<file path="src/hdl/puag_pkg.sv">
// ----------------------------------------------------------------------------
// puag_pkg: shared types and constants of the polar unwarp address generator
// Widths, fixed-point formats, register codes and series constants.
// ----------------------------------------------------------------------------
package puag_pkg;

  localparam int PHASE_BITS     = 16;
  localparam int TRIG_FRAC_BITS = 15;

  localparam int ROWS_W     = 12;
  localparam int COLS_W     = 12;
  localparam int STEPS_W    = 13;
  localparam int ANGLE_W    = 13;
  localparam int RADIUS_W   = 11;
  localparam int COORD_W    = 12;
  localparam int CFG_IDX_W  = 2;
  localparam int CFG_DATA_W = 13;

  // q30 internal trig format
  localparam int Q_FRAC = 30;
  localparam int H_W    = Q_FRAC + 1;
  localparam logic [H_W-1:0] Q_ONE = H_W'(1) << Q_FRAC;
  localparam int TWO_PI_W = 33;
  localparam logic [TWO_PI_W-1:0] TWO_PI_Q30 = 33'd6746518852;

  localparam int TRIG_W   = TRIG_FRAC_BITS + 1;
  localparam int DIV_STAGES = ANGLE_W + PHASE_BITS;

  localparam int FIFO_DEPTH = 4;
  localparam int FIFO_PTR_W = $clog2(FIFO_DEPTH);
  localparam int FIFO_CNT_W = FIFO_PTR_W + 1;

  localparam int SIN_STEPS = 5;
  localparam int COS_STEPS = 6;
  localparam int K_W       = 8;

  localparam logic [K_W-1:0] SIN_DIV [SIN_STEPS] = '{8'd110, 8'd72, 8'd42, 8'd20, 8'd6};
  localparam logic [K_W-1:0] COS_DIV [COS_STEPS] =
    '{8'd132, 8'd90, 8'd56, 8'd30, 8'd12, 8'd2};

  // floor(2^32 / k), quotient off by at most one for a 30-bit dividend
  localparam logic [31:0] SIN_RECIP [SIN_STEPS] = '{
    32'((64'd1 << 32) / 64'd110), 32'((64'd1 << 32) / 64'd72),
    32'((64'd1 << 32) / 64'd42),  32'((64'd1 << 32) / 64'd20),
    32'((64'd1 << 32) / 64'd6)};
  localparam logic [31:0] COS_RECIP [COS_STEPS] = '{
    32'((64'd1 << 32) / 64'd132), 32'((64'd1 << 32) / 64'd90),
    32'((64'd1 << 32) / 64'd56),  32'((64'd1 << 32) / 64'd30),
    32'((64'd1 << 32) / 64'd12),  32'((64'd1 << 32) / 64'd2)};

  typedef enum logic [CFG_IDX_W-1:0] {
    REG_IMAGE_ROWS  = 2'd0,
    REG_IMAGE_COLS  = 2'd1,
    REG_ANGLE_STEPS = 2'd2
  } cfg_reg_t;

  // queue entry between phase divider and trig back end
  typedef struct packed {
    logic [PHASE_BITS-1:0] phase;
    logic [RADIUS_W-1:0]   radius;
  } work_t;

  typedef struct packed {
    logic full;
    logic empty;
  } fifo_stat_t;

  typedef struct packed {
    logic                  valid;
    logic [ANGLE_W-1:0]    angle;
    logic [RADIUS_W-1:0]   radius;
    logic [STEPS_W-1:0]    rem;
    logic [PHASE_BITS-1:0] quot;
  } div_stage_t;

  typedef struct packed {
    logic                valid;
    logic [1:0]          quad;
    logic                upper;
    logic [RADIUS_W-1:0] radius;
    logic [Q_FRAC-1:0]   x;
    logic [Q_FRAC-1:0]   x2;
  } back_sb_t;

  // q30 magnitude to trig fraction, round half up, saturate
  function automatic logic [TRIG_FRAC_BITS-1:0] to_trig(input logic [H_W-1:0] v);
    logic [31:0] sum;
    logic [31:0] m;
    sum = 32'(v) + (32'd1 << (29 - TRIG_FRAC_BITS));
    m   = sum >> (30 - TRIG_FRAC_BITS);
    if (m > 32'((1 << TRIG_FRAC_BITS) - 1)) begin
      return {TRIG_FRAC_BITS{1'b1}};
    end
    return m[TRIG_FRAC_BITS-1:0];
  endfunction

endpackage

</file>
<file path="src/hdl/puag_fifo.sv">
// ----------------------------------------------------------------------------
// puag_fifo: work queue
// Short queue between the phase divider and the trig back end.
// ----------------------------------------------------------------------------
module puag_fifo (
  input  logic                 clk,
  input  logic                 rst_n,
  input  logic                 push,
  input  puag_pkg::work_t      wdata,
  input  logic                 pop,
  output puag_pkg::work_t      rdata,
  output puag_pkg::fifo_stat_t stat
);

  puag_pkg::work_t                   mem_r [puag_pkg::FIFO_DEPTH];
  logic [puag_pkg::FIFO_PTR_W-1:0]   wr_ptr_r, wr_ptr_nxt;
  logic [puag_pkg::FIFO_PTR_W-1:0]   rd_ptr_r, rd_ptr_nxt;
  logic [puag_pkg::FIFO_CNT_W-1:0]   cnt_r, cnt_nxt;
  logic                              do_push, do_pop;

  assign stat.full  = cnt_r == puag_pkg::FIFO_CNT_W'(puag_pkg::FIFO_DEPTH);
  assign stat.empty = cnt_r == '0;
  assign do_push    = push && !stat.full;
  assign do_pop     = pop && !stat.empty;
  assign rdata      = mem_r[rd_ptr_r];

  always_comb begin
    wr_ptr_nxt = do_push ? wr_ptr_r + 1'b1 : wr_ptr_r;
    rd_ptr_nxt = do_pop ? rd_ptr_r + 1'b1 : rd_ptr_r;
    cnt_nxt    = cnt_r + puag_pkg::FIFO_CNT_W'(do_push) - puag_pkg::FIFO_CNT_W'(do_pop);
  end

  always_ff @(posedge clk) begin
    if (!rst_n) begin
      wr_ptr_r <= '0;
      rd_ptr_r <= '0;
      cnt_r    <= '0;
    end else begin
      wr_ptr_r <= wr_ptr_nxt;
      rd_ptr_r <= rd_ptr_nxt;
      cnt_r    <= cnt_nxt;
    end
  end

  always_ff @(posedge clk) begin
    if (do_push) begin
      mem_r[wr_ptr_r] <= wdata;
    end
  end

endmodule

</file>
<file path="config.mk">
export PLATFORM = sky130hd
export DESIGN_NAME = puag_fifo
export DESIGN_NICKNAME = d
export VERILOG_FILES = /design/src/hdl/puag_pkg.sv /design/src/hdl/puag_fifo.sv
export SDC_FILE = /design/constraint.sdc
export NUM_CORES = 1
export LEC_CHECK = 0
export ABC_AREA = 1
export BUFFER_PORTS_ARGS = -buffer_cell sky130_fd_sc_hd__buf_2
export CAP_MARGIN = 20
export CORE_MARGIN = 8
export CORE_UTILIZATION = 28
export CTS_CLUSTER_SIZE = 14
export DETAILED_ROUTE_END_ITERATION = 7
export GPL_ROUTABILITY_DRIVEN = 0
export GPL_TIMING_DRIVEN = 0
export PLACE_DENSITY_LB_ADDON = 0.1
export SLEW_MARGIN = 20
export SYNTH_ARGS = -nofsm -noshare
export SYNTH_HDL_FRONTEND = slang
export SYNTH_SLANG_ARGS = --single-unit
</file>
<file path="constraint.sdc">
create_clock -name clk -period 2.78 [get_ports clk]
set_input_delay 0.556 -clock clk [delete_from_list [all_inputs] [get_ports clk]]
set_output_delay 0.556 -clock clk [all_outputs]
set_load 0.01 [all_outputs]
</file>
==> reports/metrics.csv <==
metric;value;unit
RSZ-0062 raised after global routing;false;
total grt overflow;0;
hold buffers post-CTS;0;
Hold Path Depth;1;
Post-Place Cells;608;
total track usage;11.4;%
finished layout cell area;0.00579;mm2
fin crit period;2.22;ns
Layout area overhead;27.6;%
Post-Syn Area per Cell;13.8;um2
largest net degree at the start of global routing;18;
Cell Rows;46;
Num CTS Buffers;17;
worst-path fanout max;10;
fillers;1601;
Worst VDD drop;0.000484;V
CTS tree;yes;
Slew @ Worst Pin;0.556;ns
Final Non-Filler Cells;640;
Worst EP required;2.22;ns
clk_skew;0.00301;ns
Die Wd;143;um
CP startpoint kind;flop;
die area;0.0205;mm2
WS Path Type;flop to output port;
worst slack, placed;0.517;ns
outcome;completed;
CTS root buf;clkbuf_16;
ANT cells;0;
Max Cap Viol;0;
routed length per instance;17.0;um
sequential area share after synthesis;75.5;%
P_leak;2.12;nW
Pwr Total;5.58;mW
HP Class;primary input to flop;
initial antenna violation count;0;
element type at the critical path end;output port;
WHS;0.371;ns
placed cell areas;0.00524;mm2
register area;0.00342;mm2
IO Count;60;
Fmax;451;MHz
post-CTS setup buffers;0;
clock-pin transition on the worst setup and hold timing paths;0.05;ns
share of cells above drive strength 1;25.9;%
Starting DRT DRC Count;126;
htree depth;4;
DP Wirelength;7030;um
Yosys warning total;0;
CTS Buffer Depth;2;
Cells after Synth;329;
synthesized area;0.00453;mm2
Die H;143;um
Detailed Routing Iterations Pass 1;4;
number of global-route vias before repair;2927;
core area;0.0159;mm2
via count;2804;
setup_tns;0;ns
Distinct cells, synth;18;
DR vias/cell;4.38;
PnR worst setup slack;0.562;ns
final hold violation count;0;
Multi-input gate area;910;um2
Worst-Skew Late Latency;0.40;ns
P per Cell Area;964;mW/mm2
DRC violations left;0;
post-route ant nets;0;
post-CTS resize count;0;
Synthesized Nets;367;
first-pass GRT wire length;16900;um
IO buf count;59;
Post-layout nets;449;
drt total wl;10900;um
final slew viol count;0;
Slew HR;62.9;%
Finish-stage setup viols;0;
worst reg-to-reg path cell count;9;
Starting Density;28.5;%
clock sinks;117;
fin util;36.4;%
fin crit share;79.8;%
WP data arrival;1.66;ns
FF+latch count, synth;117;
==> power by group <==
part | internal, mW | switching [mW]
combinational | 0.505 | 0.868
clock | 1.29 | 0.708
sequential | 2.15 | 0.0566
==> synth_stat cells <==
master	instances	area, um2
nand3_1	4	20.0
buf_2	4	20.0
nor2_1	66	248
dfxtp_1	9	180
o21ai_0	31	155
fa_1	1	20.0
a21oi_1	5	25.0
inv_8	1	11.3
clkinv_4	1	8.76
o22ai_1	27	169
clkbuf_4	1	7.51
inv_1	17	63.8
nand2_1	14	52.6
buf_6	10	113
buf_4	1	7.51
ha_1	6	75.1
edfxtp_1	108	3240
o21ai_1	23	115
==> per-layer routing <==
layer	vias to the layer above	GRT usage, %	part of all wire (%)
met1	1363	14.1	46
met3	6	3.81	5.0
met2	65	18.0	48
met4	0	4.32	0.95
met5	-	0	0
li1	1370	-	-
==> cell usage in the layout, fill, tap and decap left out, types with 4 or more instances in the layout <==
master / count
o21ai_1: 23
buf_16: 4
o21ai_0: 31
ha_1: 6
buf_2: 63
clkinv_1: 6
buf_6: 10
inv_1: 17
clkinv_2: 4
edfxtp_1: 108
nor2_1: 62
o22ai_1: 27
a21oi_1: 5
clkbuf_16: 17
nand2_1: 14
nand3_1: 4
dfxtp_1: 9
nor2_4: 4
==> critical path, stage by stage, from the launching register on <==
cell,delay [ns]
dfxtp_1,0.30
buf_6,0.14
clkinv_4,0.08
buf_2,0.25
o21ai_1,0.11
o22ai_1,0.20
buf_2,0.18
==> flip-flops by register name, summed over array words and instances (netlist names), named ones only <==
| name | count |
|---|---|
| cnt_r | 3 |
| mem_r | 108 |
| rd_ptr_r | 2 |
| wr_ptr_r | 2 |
==> cell type report <==
cell class	count	area share, %
clock inverters	14	2.03
clock buffers	18	7.42
inverters	19	1.45
flip-flops and latches	117	59.2
repair buffers	63	7.01
plain buffers	16	2.55
well taps	216	4.67
multi-input cells	177	15.7
==> cell families (layout without fill, tap and decap cells) <==
| family | count (synthesis) | count (layout) | synth area share (%) |
|---|---|---|---|
| and+or+nand+nor | 84 | 84 | 7.06 |
| AOI/OAI and AO/OA | 86 | 86 | 10.2 |
| adders and majority gates | 7 | 7 | 2.10 |
| DFF | 117 | 117 | 75.5 |
| buffers and inverters | 35 | 130 | 5.11 |
==> worst paths after layout <==
check	startpoint	end	slack (ns)
worst min-delay path	wdata[26]	mem_r[3][26]$_DFFE_PP_	0.37
worst min register to register	rd_ptr_r[0]$_SDFFE_PN0P_	rd_ptr_r[0]$_SDFFE_PN0P_	0.49
worst max register to register	cnt_r[1]$_SDFF_PN0_	cnt_r[2]$_SDFF_PN0_	0.62
worst max-delay path	flop	rdata[14]	0.56
(Power assumes the default switching activity.)
