<file path="config.mk">
export PLATFORM = sky130hd
export DESIGN_NAME = puag_front
export DESIGN_NICKNAME = d
export VERILOG_FILES = /design/src/hdl/puag_pkg.sv /design/src/hdl/puag_front.sv
export SDC_FILE = /design/constraint.sdc
export NUM_CORES = 2
export LEC_CHECK = 0
export BUFFER_PORTS_ARGS = -buffer_cell sky130_fd_sc_hd__buf_2
export CAP_MARGIN = 10
export CORE_ASPECT_RATIO = 0.8
export CORE_MARGIN = 4
export CORE_UTILIZATION = 55
export CTS_BUF_LIST = sky130_fd_sc_hd__clkbuf_4 sky130_fd_sc_hd__clkbuf_8 sky130_fd_sc_hd__clkbuf_16
export DETAILED_ROUTE_END_ITERATION = 10
export HOLD_SLACK_MARGIN = 0.08
export PLACE_DENSITY_LB_ADDON = 0.15
export SETUP_SLACK_MARGIN = 0.2
export SYNTH_ARGS = -nofsm -noshare
export SYNTH_HDL_FRONTEND = slang
export SYNTH_SLANG_ARGS = --single-unit
</file>
<file path="constraint.sdc">
create_clock -name clk -period 44.8 [get_ports clk]
set_input_delay 4.48 -clock clk [delete_from_list [all_inputs] [get_ports clk]]
set_output_delay 4.48 -clock clk [all_outputs]
set_load 0.02 [all_outputs]
</file>
<file path="src/hdl/puag_pkg.sv">
// ----------------------------------------------------------------------------
// puag_pkg: shared types and constants of the polar unwarp address generator
// Widths, fixed-point formats, register codes and series constants.
// ----------------------------------------------------------------------------
package puag_pkg;

  localparam int PHASE_BITS     = 16;
  localparam int TRIG_FRAC_BITS = 15;

  localparam int ROWS_W     = 12;
  localparam int COLS_W     = 12;
  localparam int STEPS_W    = 13;
  localparam int ANGLE_W    = 13;
  localparam int RADIUS_W   = 11;
  localparam int COORD_W    = 12;
  localparam int CFG_IDX_W  = 2;
  localparam int CFG_DATA_W = 13;

  // q30 internal trig format
  localparam int Q_FRAC = 30;
  localparam int H_W    = Q_FRAC + 1;
  localparam logic [H_W-1:0] Q_ONE = H_W'(1) << Q_FRAC;
  localparam int TWO_PI_W = 33;
  localparam logic [TWO_PI_W-1:0] TWO_PI_Q30 = 33'd6746518852;

  localparam int TRIG_W   = TRIG_FRAC_BITS + 1;
  localparam int DIV_STAGES = ANGLE_W + PHASE_BITS;

  localparam int FIFO_DEPTH = 4;
  localparam int FIFO_PTR_W = $clog2(FIFO_DEPTH);
  localparam int FIFO_CNT_W = FIFO_PTR_W + 1;

  localparam int SIN_STEPS = 5;
  localparam int COS_STEPS = 6;
  localparam int K_W       = 8;

  localparam logic [K_W-1:0] SIN_DIV [SIN_STEPS] = '{8'd110, 8'd72, 8'd42, 8'd20, 8'd6};
  localparam logic [K_W-1:0] COS_DIV [COS_STEPS] =
    '{8'd132, 8'd90, 8'd56, 8'd30, 8'd12, 8'd2};

  // floor(2^32 / k), quotient off by at most one for a 30-bit dividend
  localparam logic [31:0] SIN_RECIP [SIN_STEPS] = '{
    32'((64'd1 << 32) / 64'd110), 32'((64'd1 << 32) / 64'd72),
    32'((64'd1 << 32) / 64'd42),  32'((64'd1 << 32) / 64'd20),
    32'((64'd1 << 32) / 64'd6)};
  localparam logic [31:0] COS_RECIP [COS_STEPS] = '{
    32'((64'd1 << 32) / 64'd132), 32'((64'd1 << 32) / 64'd90),
    32'((64'd1 << 32) / 64'd56),  32'((64'd1 << 32) / 64'd30),
    32'((64'd1 << 32) / 64'd12),  32'((64'd1 << 32) / 64'd2)};

  typedef enum logic [CFG_IDX_W-1:0] {
    REG_IMAGE_ROWS  = 2'd0,
    REG_IMAGE_COLS  = 2'd1,
    REG_ANGLE_STEPS = 2'd2
  } cfg_reg_t;

  // queue entry between phase divider and trig back end
  typedef struct packed {
    logic [PHASE_BITS-1:0] phase;
    logic [RADIUS_W-1:0]   radius;
  } work_t;

  typedef struct packed {
    logic full;
    logic empty;
  } fifo_stat_t;

  typedef struct packed {
    logic                  valid;
    logic [ANGLE_W-1:0]    angle;
    logic [RADIUS_W-1:0]   radius;
    logic [STEPS_W-1:0]    rem;
    logic [PHASE_BITS-1:0] quot;
  } div_stage_t;

  typedef struct packed {
    logic                valid;
    logic [1:0]          quad;
    logic                upper;
    logic [RADIUS_W-1:0] radius;
    logic [Q_FRAC-1:0]   x;
    logic [Q_FRAC-1:0]   x2;
  } back_sb_t;

  // q30 magnitude to trig fraction, round half up, saturate
  function automatic logic [TRIG_FRAC_BITS-1:0] to_trig(input logic [H_W-1:0] v);
    logic [31:0] sum;
    logic [31:0] m;
    sum = 32'(v) + (32'd1 << (29 - TRIG_FRAC_BITS));
    m   = sum >> (30 - TRIG_FRAC_BITS);
    if (m > 32'((1 << TRIG_FRAC_BITS) - 1)) begin
      return {TRIG_FRAC_BITS{1'b1}};
    end
    return m[TRIG_FRAC_BITS-1:0];
  endfunction

endpackage

</file>
<file path="src/hdl/puag_front.sv">
// ----------------------------------------------------------------------------
// puag_front: phase divider
// Takes items and forms phase = floor(angle * 2^PHASE_BITS / steps), one
// quotient bit per stage, then pushes them into the work queue.
// ----------------------------------------------------------------------------
module puag_front (
  input  logic                            clk,
  input  logic                            rst_n,
  input  logic                            in_valid,
  output logic                            in_ready,
  input  logic [puag_pkg::ANGLE_W-1:0]    in_angle_index,
  input  logic [puag_pkg::RADIUS_W-1:0]   in_radius_index,
  input  logic [puag_pkg::STEPS_W-1:0]    angle_steps,
  input  puag_pkg::fifo_stat_t            q_stat,
  output logic                            q_push,
  output puag_pkg::work_t                 q_wdata
);

  localparam int N = puag_pkg::DIV_STAGES;

  puag_pkg::div_stage_t st_r [N];
  logic                 fe;
  logic [puag_pkg::STEPS_W-1:0] divisor;

  assign fe       = !q_stat.full;
  assign in_ready = fe;
  // zero steps acts as one
  assign divisor  = (angle_steps == '0) ? puag_pkg::STEPS_W'(1) : angle_steps;

  for (genvar i = 0; i < N; i++) begin : g_stage
    puag_pkg::div_stage_t         prev;
    logic                         dbit;
    logic [puag_pkg::STEPS_W:0]   trial;
    logic                         ge;
    puag_pkg::div_stage_t         st_nxt;

    always_comb begin
      if (i == 0) begin
        prev.valid  = in_valid;
        prev.angle  = in_angle_index;
        prev.radius = in_radius_index;
        prev.rem    = '0;
        prev.quot   = '0;
      end else begin
        prev = st_r[(i == 0) ? 0 : i-1];
      end
    end

    // dividend is angle followed by PHASE_BITS zero bits
    if (i < puag_pkg::ANGLE_W) begin : g_abit
      assign dbit = prev.angle[puag_pkg::ANGLE_W-1-i];
    end else begin : g_zbit
      assign dbit = 1'b0;
    end

    always_comb begin
      trial  = {prev.rem, dbit};
      ge     = trial >= {1'b0, divisor};
      st_nxt = prev;
      st_nxt.rem  = ge ? puag_pkg::STEPS_W'(trial - {1'b0, divisor})
                       : puag_pkg::STEPS_W'(trial);
      st_nxt.quot = {prev.quot[puag_pkg::PHASE_BITS-2:0], ge};
    end

    always_ff @(posedge clk) begin
      if (!rst_n) begin
        st_r[i].valid <= 1'b0;
      end else if (fe) begin
        st_r[i] <= st_nxt;
      end
    end
  end

  assign q_push         = fe && st_r[N-1].valid;
  assign q_wdata.phase  = st_r[N-1].quot;
  assign q_wdata.radius = st_r[N-1].radius;

endmodule

</file>
==> out/summary.json <==
{
  "worst_setup_path": {
    "worstSetupPathType": "input port to output port",
    "setup.worst_path.start_class": "input port",
    "worstSetupEndpointType": "output port",
    "crit_path_max_incr_delay_ns": 0.17,
    "critPathSlowestCell": "sky130_fd_sc_hd__buf_2",
    "critical_path_cell_by_cell": "buf_2, nor2b_1, buf_2",
    "crit_path_max_fanout": 5,
    "timing.critical_path.arrival_ns": 4.89,
    "crit_path_frequent_cell": "sky130_fd_sc_hd__buf_2",
    "worst-endpoint-required_ns": 40.32
  },
  "placed_design": {
    "gp_routability_congestion": 0.887,
    "port_buffers": 69,
    "dpl.hpwl_um": 60900
  },
  "synth": {
    "post_synth_num_cell_types": 80,
    "yosys-mux-area-fraction_pct": 4.79,
    "synth-async-reset-ratio_pct": 0,
    "area_of_the_mapped_netlist_sq_um": 48600,
    "synth_fa_ha_area_share_pct": 10.9,
    "synth_xor_area_share_pct": 3.89,
    "ys.warnings.count": 0,
    "netlist_instances": 3815,
    "syn_nets": 4264,
    "ys_dominant_reg_cell": "sky130_fd_sc_hd__edfxtp_1",
    "synth.ff_latch_count": 926,
    "syn_area_per_cell_sq_um": 12.7,
    "synth-edff-count": 925,
    "synth_seq_area_share_pct": 57.2,
    "main_combinational_cell_family_by_area_after_synthesis": "compound AO/OA/AOI/OAI gates",
    "synth-compound-area-share_pct": 12.3,
    "post_synthesis_simple_gate_area_fraction_pct": 9.09
  },
  "run_status": {
    "outcome": "finished clean"
  },
  "timing": {
    "timing_limited_maximum_frequency_mhz": 107,
    "setup_tns_ns": 0,
    "finalCritPeriodShare_pct": 20.9,
    "finalWorstPathRequiredPeriod_ns": 9.37,
    "finalHoldViolations": 0,
    "worst_hold_check_slack_ns": 0.405,
    "tightest_slew_ns": 1.17,
    "finalClockSkew_ns": 0.0236,
    "unrepaired_setup_endpoints_after_global_routing": "no",
    "setup_violations": 0,
    "report.final.slew_viol_count": 0,
    "slew-limit-headroom_pct": 21.8
  },
  "die": {
    "core.rowCount": 97,
    "dieArea_sq_um": 93200,
    "die_w_um": 340,
    "die_h_um": 274,
    "boundaryPins": 71,
    "design.core.area_sq_um": 87600,
    "initial_core_util_pct": 55.5
  },
  "cts": {
    "cts.htree.levels": 3,
    "post_cts.resized_instances": 0,
    "cts_buffers": 93,
    "cts_tree": "yes",
    "clock_tree.root_cell": "sky130_fd_sc_hd__clkbuf_16",
    "clock-sinks": 926,
    "insertion_delay_ns": 0.66,
    "postCtsSetupRepairBufs": 0,
    "max-clock-path-buffers": 3,
    "clkSlewWorstSetupHoldPaths_ns": 0.06,
    "cts.hold.buffers_added": 0
  },
  "global_route": {
    "first_global_vias": 28403,
    "global_route.overflow_total": 0,
    "grt_max_degree": 162,
    "grtUsageTotal_pct": 19.8,
    "first_pass_grt_wire_length_um": 150000,
    "antenna_violations_before_repair": 6
  },
  "power": {
    "powerDensity_nw_per_um2": 44.1,
    "leakagePower_uw": 0.0198,
    "worst_ir_drop_vdd_v": 0.0000311
  },
  "drt": {
    "wire_length_per_cell_um": 18.0,
    "drt.antenna.violating_nets": 0,
    "detailedRoute.firstIterationViolations": 2186,
    "drc": 0,
    "number_of_detailed_routing_iterations_run_before_antenna_repair": 5,
    "route.final.wire_length_um": 93100,
    "via_per_inst": 5.79,
    "vias": 30030
  },
  "cells_and_area": {
    "layout_top_registers": "st_r (926)",
    "design.final.nets": 4368,
    "fraction_of_final_layout_cells_with_drive_strength_greater_than_1_pct": 11.8,
    "largest_register_ff_count": 926,
    "area_growth_pct": 9.86,
    "largest-register": "st_r"
  },
  "min_path": {
    "min_path_type": "flip-flop to flip-flop"
  },
  "run": {
    "maxCapViolCount": 0
  }
}
==> stage by stage <==
stage | power (uW) | util, % | area (sq um) | cells | worst slack (ns)
2_1_floorplan | 1520 | - | 48600 | 3815 | 14.07
3_3_place_gp | 1580 | 57.4 | 50300 | 5012 | 35.17
3_5_place_dp | 1590 | 57.4 | 50300 | 5012 | 35.16
4_1_cts | 2380 | 60.9 | 53400 | 5184 | 35.42
5_1_grt | 2480 | 60.9 | 53400 | 5184 | 35.40
6_report | 2350 | 60.9 | 53400 | 5186 | 35.43
==> final timing paths <==
kind,from,end,slack [ns],depth (start not counted)
setup reg to reg,st_r[0][778],st_r[0][838],41.24,8
hold reg to reg,st_r[0][518],st_r[0][572],0.41,0
hold / removal,st_r[0][518],st_r[0][572],0.41,0
setup / recovery,q_stat[1],q_push,35.43,3
==> critical path, delay by kind of cell <==
family        cells  cell delay (ns)
buf+inv           2             0.31
simple gates      1             0.11
==> report_power, final <==
| part | total (uW) | leakage (uW) | switching, uW | internal [uW] |
|---|---|---|---|---|
| logic | 506 | 0.00958 | 283 | 222 |
| registers | 1070 | 0.00871 | 28.8 | 1040 |
| clock network | 775 | 0.00151 | 325 | 450 |
| total | 2350 | 0.0198 | 637 | 1720 |
==> layer usage <==
metal | up-vias | track usage [%] | wire (um)
met3 | 167 | 3.25 | 4790
met1 | 14337 | 30.8 | 47100
met2 | 643 | 29.0 | 39000
li1 | 14881 | - | -
met4 | 2 | 5.17 | 2260
met5 | - | 0 | 17
==> logic make-up (layout without fill, tap and decap cells) <==
family          count (synthesis)  after routing
compound gates                950            950
flops                         926            926
simple gates                  895            895
fa+ha+maj                     407            407
xor+xnor                      216            216
buf+inv                       211            392
mux                           210            210
other cells                     0              2
==> cell usage after synthesis, types with 31 or more instances <==
library cell	number	area share, %
sky130_fd_sc_hd__nor2_1	239	1.8
sky130_fd_sc_hd__mux2_2	176	4.1
sky130_fd_sc_hd__o21ai_0	220	2.3
sky130_fd_sc_hd__o31ai_1	48	0.74
sky130_fd_sc_hd__mux2i_1	33	0.68
sky130_fd_sc_hd__nor3_1	99	1.0
sky130_fd_sc_hd__nand4_1	37	0.48
sky130_fd_sc_hd__nand2b_1	31	0.40
sky130_fd_sc_hd__a31oi_1	44	0.57
sky130_fd_sc_hd__xnor2_1	133	2.4
sky130_fd_sc_hd__and2_1	49	0.63
sky130_fd_sc_hd__clkbuf_1	65	0.50
sky130_fd_sc_hd__xor2_1	83	1.5
sky130_fd_sc_hd__a211oi_1	49	0.76
sky130_fd_sc_hd__edfxtp_1	925	57
sky130_fd_sc_hd__o21a_1	52	0.80
sky130_fd_sc_hd__a21o_1	98	1.5
sky130_fd_sc_hd__nand2_1	202	1.6
sky130_fd_sc_hd__ha_1	380	9.8
sky130_fd_sc_hd__nor2b_1	47	0.60
sky130_fd_sc_hd__nand3_1	58	0.60
sky130_fd_sc_hd__a21oi_1	286	2.9
sky130_fd_sc_hd__inv_1	110	0.85
==> area by class of cell <==
cell class / count / area (sq um)
fillers: 6884 / 34200
flip-flops and latches: 926 / 27800
multi-input cells: 2678 / 20000
clock buffers: 113 / 2530
well taps: 1188 / 1490
repair buffers: 108 / 663
clock inverters: 59 / 537
inverters: 112 / 423
diodes: 2 / 5.00
==> layout by cell type, fill, tap and decap left out, types with 23 or more instances in the layout <==
cell type / instances
sky130_fd_sc_hd__a211oi_1: 48
sky130_fd_sc_hd__nor2b_1: 46
sky130_fd_sc_hd__o31ai_1: 43
sky130_fd_sc_hd__xor2_1: 83
sky130_fd_sc_hd__fa_1: 27
sky130_fd_sc_hd__nand3_1: 58
sky130_fd_sc_hd__nand2_1: 202
sky130_fd_sc_hd__o21ai_0: 220
sky130_fd_sc_hd__and2_1: 49
sky130_fd_sc_hd__mux2_2: 176
sky130_fd_sc_hd__mux2i_1: 33
sky130_fd_sc_hd__and3_1: 23
sky130_fd_sc_hd__xnor2_1: 133
sky130_fd_sc_hd__o21a_1: 52
sky130_fd_sc_hd__buf_4: 37
sky130_fd_sc_hd__nand2b_1: 31
sky130_fd_sc_hd__a21oi_1: 286
sky130_fd_sc_hd__edfxtp_1: 925
sky130_fd_sc_hd__nor2_1: 239
sky130_fd_sc_hd__nand4_1: 37
sky130_fd_sc_hd__a21o_1: 98
sky130_fd_sc_hd__ha_1: 380
sky130_fd_sc_hd__a31oi_1: 44
sky130_fd_sc_hd__clkbuf_16: 96
sky130_fd_sc_hd__nor3_1: 99
sky130_fd_sc_hd__inv_1: 107
sky130_fd_sc_hd__nor4_1: 26
sky130_fd_sc_hd__buf_2: 69
(Power assumes the default switching activity.)
